## src/rtl/pqm_pkg.sv

```systemverilog
// Package: shared types and codes for the process queue manager.
`default_nettype none
package pqm_pkg;
  localparam logic [1:0] KIND_CREATE = 2'd0;
  localparam logic [1:0] KIND_REMOVE = 2'd1;
  localparam logic [1:0] KIND_FIND   = 2'd2;

  localparam logic [1:0] ST_OK      = 2'd0;
  localparam logic [1:0] ST_DUP     = 2'd1;
  localparam logic [1:0] ST_MISSING = 2'd2;
  localparam logic [1:0] ST_FULL    = 2'd3;

  typedef struct packed {
    logic [1:0]  kind;
    logic [63:0] name_key;
    logic [3:0]  priority_req;
    logic [7:0]  process_class;
    logic        is_blocked;
    logic        is_suspended;
  } req_t;

  typedef struct packed {
    logic [1:0] status;
    logic [3:0] slot_index;
    logic [1:0] queue_id;
    logic [3:0] entry_priority;
    logic [7:0] entry_class;
    logic [4:0] queue_count;
  } rsp_t;

  // controller to datapath
  typedef struct packed {
    logic load;      // capture request, reset scan index
    logic scan_step; // compare one slot, advance index
    logic walk_init; // start ordered walk at queue head
    logic walk_step; // advance walk one entry
    logic do_insert; // link new entry
    logic do_remove; // unlink found entry
    logic rsp_load;  // build response
  } cmd_t;

  // datapath to controller
  typedef struct packed {
    logic scan_done;
    logic walk_done;
  } sts_t;
endpackage
`default_nettype wire

```

## src/rtl/pqm_if.sv

```systemverilog
// Interfaces: request and response channels.
`default_nettype none
interface pqm_req_if;
  pqm_pkg::req_t data;
  logic valid;
  logic ready;
  modport source (output valid, output data, input ready);
  modport sink (input valid, input data, output ready);
endinterface

interface pqm_rsp_if;
  pqm_pkg::rsp_t data;
  logic valid;
  logic ready;
  modport source (output valid, output data, input ready);
  modport sink (input valid, input data, output ready);
endinterface
`default_nettype wire

```

## src/rtl/pqm_ctrl.sv

```systemverilog
// Controller: sequences scan, walk, link update and response.
`default_nettype none
module pqm_ctrl (
  input  wire logic          clk,
  input  wire logic          rst_n,
  input  wire logic          in_fire,
  input  wire logic          out_busy,
  input  wire pqm_pkg::sts_t sts,
  output pqm_pkg::cmd_t      cmd,
  output logic               in_ready
);
  import pqm_pkg::*;
  localparam logic [2:0] S_IDLE = 3'd0;
  localparam logic [2:0] S_SCAN = 3'd1;
  localparam logic [2:0] S_WINI = 3'd2;
  localparam logic [2:0] S_WALK = 3'd3;
  localparam logic [2:0] S_DONE = 3'd4;
  localparam logic [2:0] S_RESP = 3'd5;

  logic [2:0] state_r, state_nxt;

  always_ff @(posedge clk) begin
    if (!rst_n) state_r <= S_IDLE;
    else state_r <= state_nxt;
  end

  always_comb begin
    state_nxt = state_r;
    cmd = '0;
    in_ready = (state_r == S_IDLE) && !out_busy;
    unique case (state_r)
      S_IDLE: if (in_fire) begin
        cmd.load = 1'b1;
        state_nxt = S_SCAN;
      end
      S_SCAN: begin
        cmd.scan_step = 1'b1;
        if (sts.scan_done) state_nxt = S_WINI;
      end
      S_WINI: begin
        cmd.walk_init = 1'b1;
        state_nxt = S_WALK;
      end
      S_WALK: begin
        cmd.walk_step = 1'b1;
        if (sts.walk_done) state_nxt = S_DONE;
      end
      S_DONE: begin
        cmd.do_insert = 1'b1;
        cmd.do_remove = 1'b1;
        state_nxt = S_RESP;
      end
      S_RESP: begin
        cmd.rsp_load = 1'b1;
        state_nxt = S_IDLE;
      end
      default: state_nxt = S_IDLE;
    endcase
  end
endmodule
`default_nettype wire

```

## src/rtl/pqm_dp.sv

```systemverilog
// Datapath: slot tables, queue pointers, search and link logic.
`default_nettype none
module pqm_dp #(
  parameter int SLOT_COUNT    = 16,
  parameter int PRIORITY_BITS = 4
) (
  input  wire logic          clk,
  input  wire logic          rst_n,
  input  wire pqm_pkg::req_t req,
  input  wire pqm_pkg::cmd_t cmd,
  output pqm_pkg::sts_t      sts,
  output pqm_pkg::rsp_t      rsp_nxt
);
  import pqm_pkg::*;
  localparam int IW = $clog2(SLOT_COUNT);
  localparam int PW = IW + 1;
  localparam logic [PW-1:0] NIL = PW'(SLOT_COUNT);

  logic                     valid_r [SLOT_COUNT];
  logic [63:0]              key_r   [SLOT_COUNT];
  logic [PRIORITY_BITS-1:0] prio_r  [SLOT_COUNT];
  logic [7:0]               cls_r   [SLOT_COUNT];
  logic [1:0]               q_r     [SLOT_COUNT];
  logic [PW-1:0]            next_r  [SLOT_COUNT];
  logic [PW-1:0]            prev_r  [SLOT_COUNT];
  logic [PW-1:0]            head_r  [4];
  logic [PW-1:0]            tail_r  [4];
  logic [PW-1:0]            size_r  [4];

  req_t          req_r;
  logic [PW-1:0] idx_r;      // scan index, SLOT_COUNT when done
  logic [PW-1:0] found_r;    // NIL if absent
  logic [PW-1:0] free_r;     // lowest free, NIL if full
  logic [PW-1:0] cur_r;      // walk position
  logic [PW-1:0] steps_r;
  logic [1:0]    status_r;

  logic [1:0]               nq;
  logic [PRIORITY_BITS-1:0] nprio;
  logic [IW-1:0]            ix, cx;
  assign nq    = {req_r.is_blocked, req_r.is_suspended};
  assign nprio = PRIORITY_BITS'(req_r.priority_req);
  assign ix    = idx_r[IW-1:0];
  assign cx    = cur_r[IW-1:0];

  assign sts.scan_done = (idx_r == NIL - PW'(1)) && cmd.scan_step;
  // ready queues walk past entries of equal or higher priority
  assign sts.walk_done = (cur_r == NIL) || (steps_r == NIL) || nq[1] ||
                         (status_r != ST_OK) || (req_r.kind != KIND_CREATE) ||
                         (prio_r[cx] < nprio);

  logic is_ins, is_rem;
  assign is_ins = cmd.do_insert && status_r == ST_OK && req_r.kind == KIND_CREATE;
  assign is_rem = cmd.do_remove && status_r == ST_OK && req_r.kind == KIND_REMOVE;

  logic [IW-1:0] fx, sx;
  assign fx = found_r[IW-1:0];
  assign sx = free_r[IW-1:0];

  always_ff @(posedge clk) begin
    if (!rst_n) begin
      for (int i = 0; i < SLOT_COUNT; i++) valid_r[i] <= 1'b0;
      for (int i = 0; i < 4; i++) begin
        head_r[i] <= NIL;
        tail_r[i] <= NIL;
        size_r[i] <= '0;
      end
    end else begin
      if (cmd.load) begin
        req_r   <= req;
        idx_r   <= '0;
        found_r <= NIL;
        free_r  <= NIL;
      end
      if (cmd.scan_step) begin
        if (valid_r[ix] && key_r[ix] == req_r.name_key && found_r == NIL) found_r <= idx_r;
        if (!valid_r[ix] && free_r == NIL) free_r <= idx_r;
        idx_r <= idx_r + PW'(1);
      end
      if (cmd.walk_init) begin
        cur_r   <= nq[1] ? NIL : head_r[nq];
        steps_r <= '0;
        if (req_r.kind == KIND_CREATE)
          status_r <= (found_r != NIL) ? ST_DUP : (free_r == NIL) ? ST_FULL : ST_OK;
        else
          status_r <= (found_r == NIL) ? ST_MISSING : ST_OK;
      end
      if (cmd.walk_step && !sts.walk_done) begin
        cur_r   <= next_r[cx];
        steps_r <= steps_r + PW'(1);
      end
      if (is_ins) begin
        valid_r[sx] <= 1'b1;
        key_r[sx]   <= req_r.name_key;
        prio_r[sx]  <= nprio;
        cls_r[sx]   <= req_r.process_class;
        q_r[sx]     <= nq;
        size_r[nq]  <= size_r[nq] + PW'(1);
        if (cur_r == NIL) begin
          prev_r[sx] <= tail_r[nq];
          next_r[sx] <= NIL;
          if (tail_r[nq] != NIL) next_r[tail_r[nq][IW-1:0]] <= free_r;
          else head_r[nq] <= free_r;
          tail_r[nq] <= free_r;
        end else begin
          prev_r[sx] <= prev_r[cx];
          next_r[sx] <= cur_r;
          prev_r[cx] <= free_r;
          if (prev_r[cx] != NIL) next_r[prev_r[cx][IW-1:0]] <= free_r;
          else head_r[nq] <= free_r;
        end
      end
      if (is_rem) begin
        valid_r[fx] <= 1'b0;
        if (prev_r[fx] != NIL) next_r[prev_r[fx][IW-1:0]] <= next_r[fx];
        else head_r[q_r[fx]] <= next_r[fx];
        if (next_r[fx] != NIL) prev_r[next_r[fx][IW-1:0]] <= prev_r[fx];
        else tail_r[q_r[fx]] <= prev_r[fx];
        if (size_r[q_r[fx]] != '0) size_r[q_r[fx]] <= size_r[q_r[fx]] - PW'(1);
      end
    end
  end

  logic [IW-1:0] rx;
  assign rx = (req_r.kind == KIND_CREATE) ? sx : fx;
  always_comb begin
    rsp_nxt = '0;
    rsp_nxt.status = status_r;
    if (status_r == ST_OK) begin
      rsp_nxt.slot_index     = 4'(rx);
      rsp_nxt.queue_id       = q_r[rx];
      rsp_nxt.entry_priority = 4'(prio_r[rx]);
      rsp_nxt.entry_class    = cls_r[rx];
      rsp_nxt.queue_count    = 5'(size_r[q_r[rx]]);
    end
  end
endmodule
`default_nettype wire

```

## src/rtl/process_queue_manager.sv

```systemverilog
// Top level: process queue manager with request and response channels.
`default_nettype none
// Holds SLOT_COUNT process slots in four linked queues (two priority-ordered
// ready queues, two FIFO blocked queues). Each request gives one response.
// A request is processed in order: the slot scan visits one slot a cycle, the
// walk steps through ready-queue entries on an ordered insert (none otherwise),
// the links are updated and the response is registered. The response register
// holds until taken; the next request is accepted from the cycle after the
// response transfer.
module process_queue_manager #(
  parameter int SLOT_COUNT    = 16,
  parameter int PRIORITY_BITS = 4
) (
  input  wire logic   clk,
  input  wire logic   rst_n,
  pqm_req_if.sink     in_ch,
  pqm_rsp_if.source   out_ch
);
  import pqm_pkg::*;
  cmd_t cmd;
  sts_t sts;
  rsp_t rsp_nxt, rsp_r;
  logic out_valid_r;
  logic in_fire, out_fire;

  assign in_fire  = in_ch.valid && in_ch.ready;
  assign out_fire = out_valid_r && out_ch.ready;

  pqm_ctrl u_ctrl (
    .clk(clk), .rst_n(rst_n), .in_fire(in_fire), .out_busy(out_valid_r),
    .sts(sts), .cmd(cmd), .in_ready(in_ch.ready)
  );

  pqm_dp #(.SLOT_COUNT(SLOT_COUNT), .PRIORITY_BITS(PRIORITY_BITS)) u_dp (
    .clk(clk), .rst_n(rst_n), .req(in_ch.data), .cmd(cmd), .sts(sts),
    .rsp_nxt(rsp_nxt)
  );

  always_ff @(posedge clk) begin
    if (!rst_n) out_valid_r <= 1'b0;
    else if (cmd.rsp_load) out_valid_r <= 1'b1;
    else if (out_fire) out_valid_r <= 1'b0;
  end

  always_ff @(posedge clk) begin
    if (cmd.rsp_load) rsp_r <= rsp_nxt;
  end

  assign out_ch.valid = out_valid_r;
  assign out_ch.data  = rsp_r;
endmodule
`default_nettype wire

```

## src/flat_wrapper.sv

```systemverilog
// flat-port wrapper written by rule: the top's interface ports become plain ports
module process_queue_manager_flat import pqm_pkg::*;
#(
  parameter int SLOT_COUNT    = 16,
  parameter int PRIORITY_BITS = 4
)
  (clk, rst_n, in_ch_valid, in_ch_data, in_ch_ready, out_ch_valid, out_ch_data, out_ch_ready);
  pqm_req_if in_ch_i ();
  pqm_rsp_if out_ch_i ();
  input  wire logic clk;
  input  wire logic rst_n;
  input wire logic [$bits(in_ch_i.valid)-1:0] in_ch_valid;
  input wire logic [$bits(in_ch_i.data)-1:0] in_ch_data;
  output wire logic [$bits(in_ch_i.ready)-1:0] in_ch_ready;
  output wire logic [$bits(out_ch_i.valid)-1:0] out_ch_valid;
  output wire logic [$bits(out_ch_i.data)-1:0] out_ch_data;
  input wire logic [$bits(out_ch_i.ready)-1:0] out_ch_ready;
  assign in_ch_i.valid = in_ch_valid;
  assign in_ch_i.data = in_ch_data;
  assign in_ch_ready = in_ch_i.ready;
  assign out_ch_valid = out_ch_i.valid;
  assign out_ch_data = out_ch_i.data;
  assign out_ch_i.ready = out_ch_ready;
  process_queue_manager #(.SLOT_COUNT(SLOT_COUNT), .PRIORITY_BITS(PRIORITY_BITS)) u_core (.clk(clk), .rst_n(rst_n), .in_ch(in_ch_i), .out_ch(out_ch_i));
endmodule
```

## config.mk

```make
export PLATFORM = sky130hd
export DESIGN_NAME = process_queue_manager_flat
export DESIGN_NICKNAME = d
export VERILOG_FILES = /design/src/rtl/pqm_pkg.sv /design/src/rtl/pqm_if.sv /design/src/rtl/pqm_ctrl.sv /design/src/rtl/pqm_dp.sv /design/src/rtl/process_queue_manager.sv /design/src/flat_wrapper.sv
export SDC_FILE = /design/constraint.sdc
export NUM_CORES = 2
export LEC_CHECK = 0
export BUFFER_PORTS_ARGS = -buffer_cell sky130_fd_sc_hd__buf_4
export CAP_MARGIN = 15
export CORE_MARGIN = 8
export CORE_UTILIZATION = 40
export CTS_BUF_LIST = sky130_fd_sc_hd__clkbuf_2
export CTS_CLUSTER_SIZE = 25
export DETAILED_ROUTE_END_ITERATION = 6
export PLACE_DENSITY_LB_ADDON = 0.1
export SYNTH_ARGS = -nofsm -noshare
export SYNTH_HDL_FRONTEND = slang
export SYNTH_HIERARCHICAL = 1
export SYNTH_SLANG_ARGS = --single-unit
```

## constraint.sdc

```tcl
create_clock -name clk -period 11 [get_ports clk]
set_input_delay 2.2 -clock clk [delete_from_list [all_inputs] [get_ports clk]]
set_output_delay 2.2 -clock clk [all_outputs]
set_load 0.02 [all_outputs]
```

==> Word-level counts from Yosys, hierarchy flattened <==
Memory sizes are Yosys's and may differ from the RTL's. A register that Yosys moved wholly into a read port is not among the register bits.
Index checks and enable logic that the tools add are counted.
{ "classes": {"bitwise_logic": 3, "muxes": 133, "n_div": 0, "addsub": 4, "multipliers": 0, "eq_ne": 20, "reduce_logical": 48, "magnitude_cmp": 1, "n_shift": 0} }
{ "ops": {"columns": ["operator", "count"], "rows": [
  ["2-to-1 mux 5 bit", 25],
  ["2-to-1 mux 1 bit", 76],
  ["equality test 64 bit", 1],
  ["2-to-1 mux 4 bit", 14],
  ["OR reduction 5 bit", 9],
  ["2-to-1 mux 2 bit", 14],
  ["!= test 5 bit (second input constant)", 5],
  ["equality test 5 bit (second input constant)", 4],
  ["adder 5 x 1 -> 5 bit (second input constant)", 3],
  ["one-hot mux 3 bit (5 select lines)", 1],
  ["logical AND 1 bit", 12],
  ["nonzero test 2 bit", 5],
  ["2-to-1 mux 3 bit", 3],
  ["AND reduction 2 bit", 4],
  ["equality test 3 x 2 -> 1 bit (second input constant)", 2],
  ["equality test 3 bit (second input constant)", 2],
  ["logical NOT 1 bit", 6],
  ["equality test 5 x 4 -> 1 bit (second input constant)", 1],
  ["logical OR 1 bit", 5],
  ["nonzero test 5 bit", 1],
  ["subtractor 5 x 1 -> 5 bit (second input constant)", 1],
  ["logical NOT 2 bit", 2],
  ["less-than comparator 4 bit", 1],
  ["!= test 2 x 1 -> 1 bit (second input constant)", 2],
  ["7 further kinds", 10]
]} }
{ "word_totals": {"in_bits": 84, "ff_bits": 119, "ram_bits": 1484, "rom_bits": 0, "latch_bits": 0, "memories": 10} }
{ "memory_table": {"columns": ["name", "depth", "width", "read_ports", "rd_clocked_by_memory_dff", "write_ports", "line", "source"], "rows": [
  ["u_core.u_dp.key_r", 16, 64, 1, 1, 1, "pqm_dp.sv:20", "logic [63:0] key_r [SLOT_COUNT];"],
  ["u_core.u_dp.cls_r", 16, 8, 1, 1, 1, "pqm_dp.sv:22", "logic [7:0] cls_r [SLOT_COUNT];"],
  ["u_core.u_dp.next_r", 16, 5, 2, 2, 2, "pqm_dp.sv:24", "logic [PW-1:0] next_r [SLOT_COUNT];"],
  ["u_core.u_dp.prev_r", 16, 5, 2, 2, 2, "pqm_dp.sv:25", "logic [PW-1:0] prev_r [SLOT_COUNT];"],
  ["u_core.u_dp.prio_r", 16, 4, 2, 2, 1, "pqm_dp.sv:21", "logic [PRIORITY_BITS-1:0] prio_r [SLOT_COUNT];"],
  ["u_core.u_dp.q_r", 16, 2, 2, 1, 1, "pqm_dp.sv:23", "logic [1:0] q_r [SLOT_COUNT];"],
  ["4 more memories", null, null, null, null, null, null, null]
]} }

==> Logic depth before layout (Yosys ltp) <==
{ "logic_depth": {"depth_word": 11, "ltp_mapped": 20, "mapped_depth_nobuf": 15} }

==> Modules after synthesis <==
The synthesis kept the hierarchy.
{ "by_module_without_submodules": {"columns": ["module", "n_inst", "cells_per_inst", "area_each_um2"], "rows": [
  ["pqm_dp", 1, 3911, 68821.0],
  ["process_queue_manager", 1, 29, 798.3],
  ["pqm_ctrl", 1, 27, 264.0]
]} }

==> Worst setup path after synthesis <==
Ideal clock, no wire load.
{ "synth_path": {"path_kind": "input port to flip-flop", "start": "input port rst_n", "end": "memory u_core.u_dp.cls_r[5][0] (enable)", "slack_ns": 1.705, "path_buffers": 1, "arrival_ns": 8.685, "stages": 5, "setup_time_ns": 0.610, "cell_sequence": "nor4b_1 -> and3b_1 -> clkbuf_1 -> nand2_1 -> nor3_1"} }
{ "synth_between": {"elab_chain_len": 2} }
{ "synth_lines": {"columns": ["element", "line", "source"], "rows": [
  ["from (decl)", "flat_wrapper.sv:11", "input wire logic rst_n;"],
  ["2-to-1 mux 1 bit", "pqm_dp.sv:61", "if (!rst_n) begin"],
  ["2-to-1 mux 1 bit (implied by the code)", "pqm_dp.sv:96", "cls_r[sx] <= req_r.process_class;"],
  ["to (decl)", "pqm_dp.sv:22", null]
]} }
Every way passes these cells.

==> summary.md <==
| Metric | Value |
|---|---|
| Setup slack of the most critical reg-to-reg path | 5.10 ns |
| Crit-path max FO | 69 |
| Fraction of final layout cells with drive strength greater than 1 | 32.4% |
| Overall Global Routing Usage | 21.1% |
| Post-detailed-route DRC marker count | 0 |
| Most used standard cell by instance count after synthesis | sky130_fd_sc_hd__edfxtp_1 |
| Number of port buffers | 110 |
| Mean Syn Cell Area | 17.6 µm² |
| Yosys top cell area share | 68.8% |
| Post-place instance area | 0.0738 mm² |
| DIE WIDTH | 434 µm |
| Area growth, synth to finish | 11.0% |
| Later-pin clock latency in the skew report | 1.84 ns |
| Final slew viol count | 0 |
| Share of synthesized flip-flops with an asynchronous set or reset | 0% |
| Max transition margin | 21.9% |
| Setup skew after layout | 0.172 ns |
| H-tree Lvls | 5 |
| CP bufs+invs | 2 |
| Cells after synthesis | 3967 |
| Fillers | 15600 |
| Transition time at the pin with the least slew margin | 1.17 ns |
| Io pins | 111 |
| Final Instance Area | between 0.07 and 0.08 mm² |
| Data arrival at the endpoint of the critical path | around 7.4 ns |
| Detailed Route WL | 201 mm |
| Post-detailed-placement half-perimeter wirelength | 121 mm |
| Master of the slowest instance on the critical path | sky130_fd_sc_hd__dfxtp_4 |
| Count of flip-flops with a built-in enable after synthesis | 1600 |
| Final Worst Setup Slack | 5.10 ns |
| Final-layout worst hold slack | 0.501 ns |
| Net Count, Synth | 4060 |
| Element type at the critical path end | flip-flop |
| Dominant cell type by area after synthesis | sky130_fd_sc_hd__edfxtp_1 |
| Cells along the critical path | buf_12, buf_4, mux4_2, a222oi_1, nor2_1, a211oi_1, o2111ai_1, a2111oi_0, o2111ai_1, o41ai_1 |
| Core box area | 0.174 mm² |
| Setup violations, final | 0 |
| Required time at the worst-slack endpoint | 12.48 ns |
| Number of warnings printed during yosys synthesis | 6 |
| Chip height | 434 µm |
| Startpoint of the lowest-slack hold path | u_core/u_dp/valid_r[4] |
| Final cell count without fillers | 7052 |
| Endpoints failing hold | 0 |
| Largest net degree at the start of global routing | 90 |
| Maxcap violations | 0 |
| Total standard cell area after synthesis | 0.0699 mm² |
| Worst min-delay path category | flip-flop to flip-flop |
| Worst stage delay on the critical path | 0.78 ns |
| Overflow after GRT | 0 |
| Number of antenna violations at the first check in global routing | 1 |
| Number of buffers inserted for hold repair after clock tree synthesis | 0 |
| Total number of nets in the final design | 4513 |
| Worst Reg2Reg Path Length in Cells | 10 |
| Shortest clock period the worst path allows after layout | 5.90 ns |
| Post-synthesis register bit count | 1634 |
| Most common library cells after synthesis | 1600 x sky130_fd_sc_hd__edfxtp_1, 388 x sky130_fd_sc_hd__mux4_2, 331 x sky130_fd_sc_hd__nand2_1 |
| Worst-case hold path end point | u_core/u_dp/valid_r[4] |
| Reg-to-Reg End | u_core/u_dp/found_r[3] |
| Type of element launching the critical path | flip-flop |
| Starting density of the core | between 40% and 50% |
| PD cells | 212 mW/mm² |
| Post-placement cell count | 6298 |
| Clock root buffer | sky130_fd_sc_hd__clkbuf_2 |
| Max Clk Rate | 0.170 GHz |
| Setup CP Type | flip-flop to flip-flop |
| Pre-CTS setup slack | 4.80 ns |
| Post CTS Setup Buffer Count | 0 |
| Total clock buffers created by CTS | 445 |
| Dominant cells by area after synthesis | sky130_fd_sc_hd__edfxtp_1 69%, sky130_fd_sc_hd__mux4_2 13%, sky130_fd_sc_hd__mux2i_1 2.5% |
| Cell with the most instances on the worst path | sky130_fd_sc_hd__o2111ai_1 |
| Post-CTS Resized | 0 |
| Cell class contributing the biggest share of worst-path delay | compound AO/OA/AOI/OAI gates |
| Via count of the first global-routing pass | 41400 |
| Global-route wire length before repair | just under 300 mm |
| Antenna violation net count after detailed routing | 0 |
| Clock slew at reported path FFs | 0.10 ns |
| Clock tree buffer depth | 4 |
| Worst IR drop on VDD | 0.212 mV |
| Distinct cells, synth | 90 |
| Via/cell ratio | 5.65 |
| DR vias | 39800 |
| Total negative setup slack | 0 ns |
| Die Outline Area | 0.188 mm² |
| CTS tree | done |
| Weighted congestion at the end of routability-driven global placement | 0.876 |
| DR iter-0 viols | 3657 |
| Fraction of the yosys area taken by sequential cells | 69.7% |
| Top FF cell, synth | sky130_fd_sc_hd__edfxtp_1 |
| Static power due to leakage | ~0.026 µW |
| Outcome | complete, no violations |
| First-pass DRT Iterations | 7 |
| Post-DR wirelength/cell | 28.5 µm |
| RSZ-0062 raised after global routing | false |
| Hold-critical path depth | 1 |
| Clock sinks | 1634 |
| Share of the cycle needed by the critical path after routing | 53.6% |
| Number of placement rows | 153 |
==> power by group <==
part,leakage (µW),internal [µW],switching (µW)
sequential,0.0147,7090,366
clock,0.00300,1710,2500
combinational,0.00833,1930,2840
==> stage by stage <==
step	total power, µW	util (%)
after floorplan	10700	-
after CTS	16700	44.6
final	16400	44.6
after global placement	12400	42.4
after global routing	17200	44.6
after detailed placement	12400	42.4
==> cell usage in the layout (no fill, tap or decap), drive strengths merged, types with 19 or more instances in the layout <==
cell / instances
a22oi: 22
mux2i: 174
a31oi: 29
a311oi: 38
xor2: 30
inv: 79
nand2b: 30
nand2: 332
a211oi: 19
o21ai: 90
o22ai: 38
a21oi: 64
nand3: 90
mux4: 388
and3: 42
edfxtp: 1600
nor2: 144
nor2b: 24
clkbuf: 671
dfxtp: 34
a22o: 21
buf: 241
xnor2: 42
clkinv: 71
nor3: 19
mux2: 144
==> final cells by class <==
type | instances | area (µm²) | share of cell area [%]
Sequential cell | 1634 | 48800 | 62.8
Multi-Input combinational cell | 2022 | 20000 | 25.7
Clock buffer | 671 | 3360 | 4.33
Tap cell | 2325 | 2910 | 3.75
Timing Repair Buffer | 241 | 1860 | 2.40
Clock inverter | 81 | 450 | 0.581
Inverter | 76 | 290 | 0.374
Antenna cell | 2 | 5.00 | 0.00645
==> worst max path at each step <==
stage	cells past startpoint	slack [ns]	endpoint	startpoint
6_report	10	5.10	u_core/u_dp/found_r[3]	flip-flop
5_1_grt	10	4.67	u_core/u_dp/found_r[2]	flip-flop
4_1_cts	10	4.85	u_core/u_dp/found_r[3]	flip-flop
3_5_place_dp	8	4.80	u_core/u_dp/key_r[7][55]	rst_n
3_3_place_gp	8	4.87	u_core/u_dp/key_r[7][61]	rst_n
2_1_floorplan	5	1.70	u_core/u_dp/cls_r[5][0]	rst_n
==> layer usage <==
| layer | track usage, % | up-vias | wire length (µm) |
|---|---|---|---|
| met2 | 34.9 | 1463 | 97900 |
| met4 | 6.89 | 0 | 5690 |
| met5 | 0 | - | 0 |
| li1 | - | 17200 | - |
| met1 | 28.1 | 20800 | 86100 |
| met3 | 4.28 | 382 | 11500 |
==> sequential cells by signal, indices dropped and copies added, names as in the netlist, 5 cells and up, named ones only <==
register	cells
u_core/u_dp/cls_r	128
u_core/u_dp/prev_r	80
u_core/out_ch.data	25
u_core/u_dp/valid_r	16
u_core/u_dp/head_r	20
u_core/u_dp/key_r	1024
u_core/u_dp/q_r	32
u_core/u_dp/size_r	20
u_core/u_dp/found_r	5
u_core/u_dp/tail_r	20
u_core/u_dp/cur_r	5
u_core/u_dp/prio_r	64
u_core/u_dp/steps_r	5
u_core/u_dp/free_r	5
u_core/u_dp/req_r	74
u_core/u_dp/idx_r	5
u_core/u_dp/next_r	80
==> kinds of logic after synthesis <==
group                    synth area share, %
AND/OR/NAND/NOR                         5.13
XOR/XNOR                               0.902
AO/OA/AOI/OAI                           4.72
buffers and inverters                   2.02
flip-flops                              69.7
adder cells (fa/ha/maj)                0.161
multiplexers                            17.3
(Power assumes the default switching activity.)
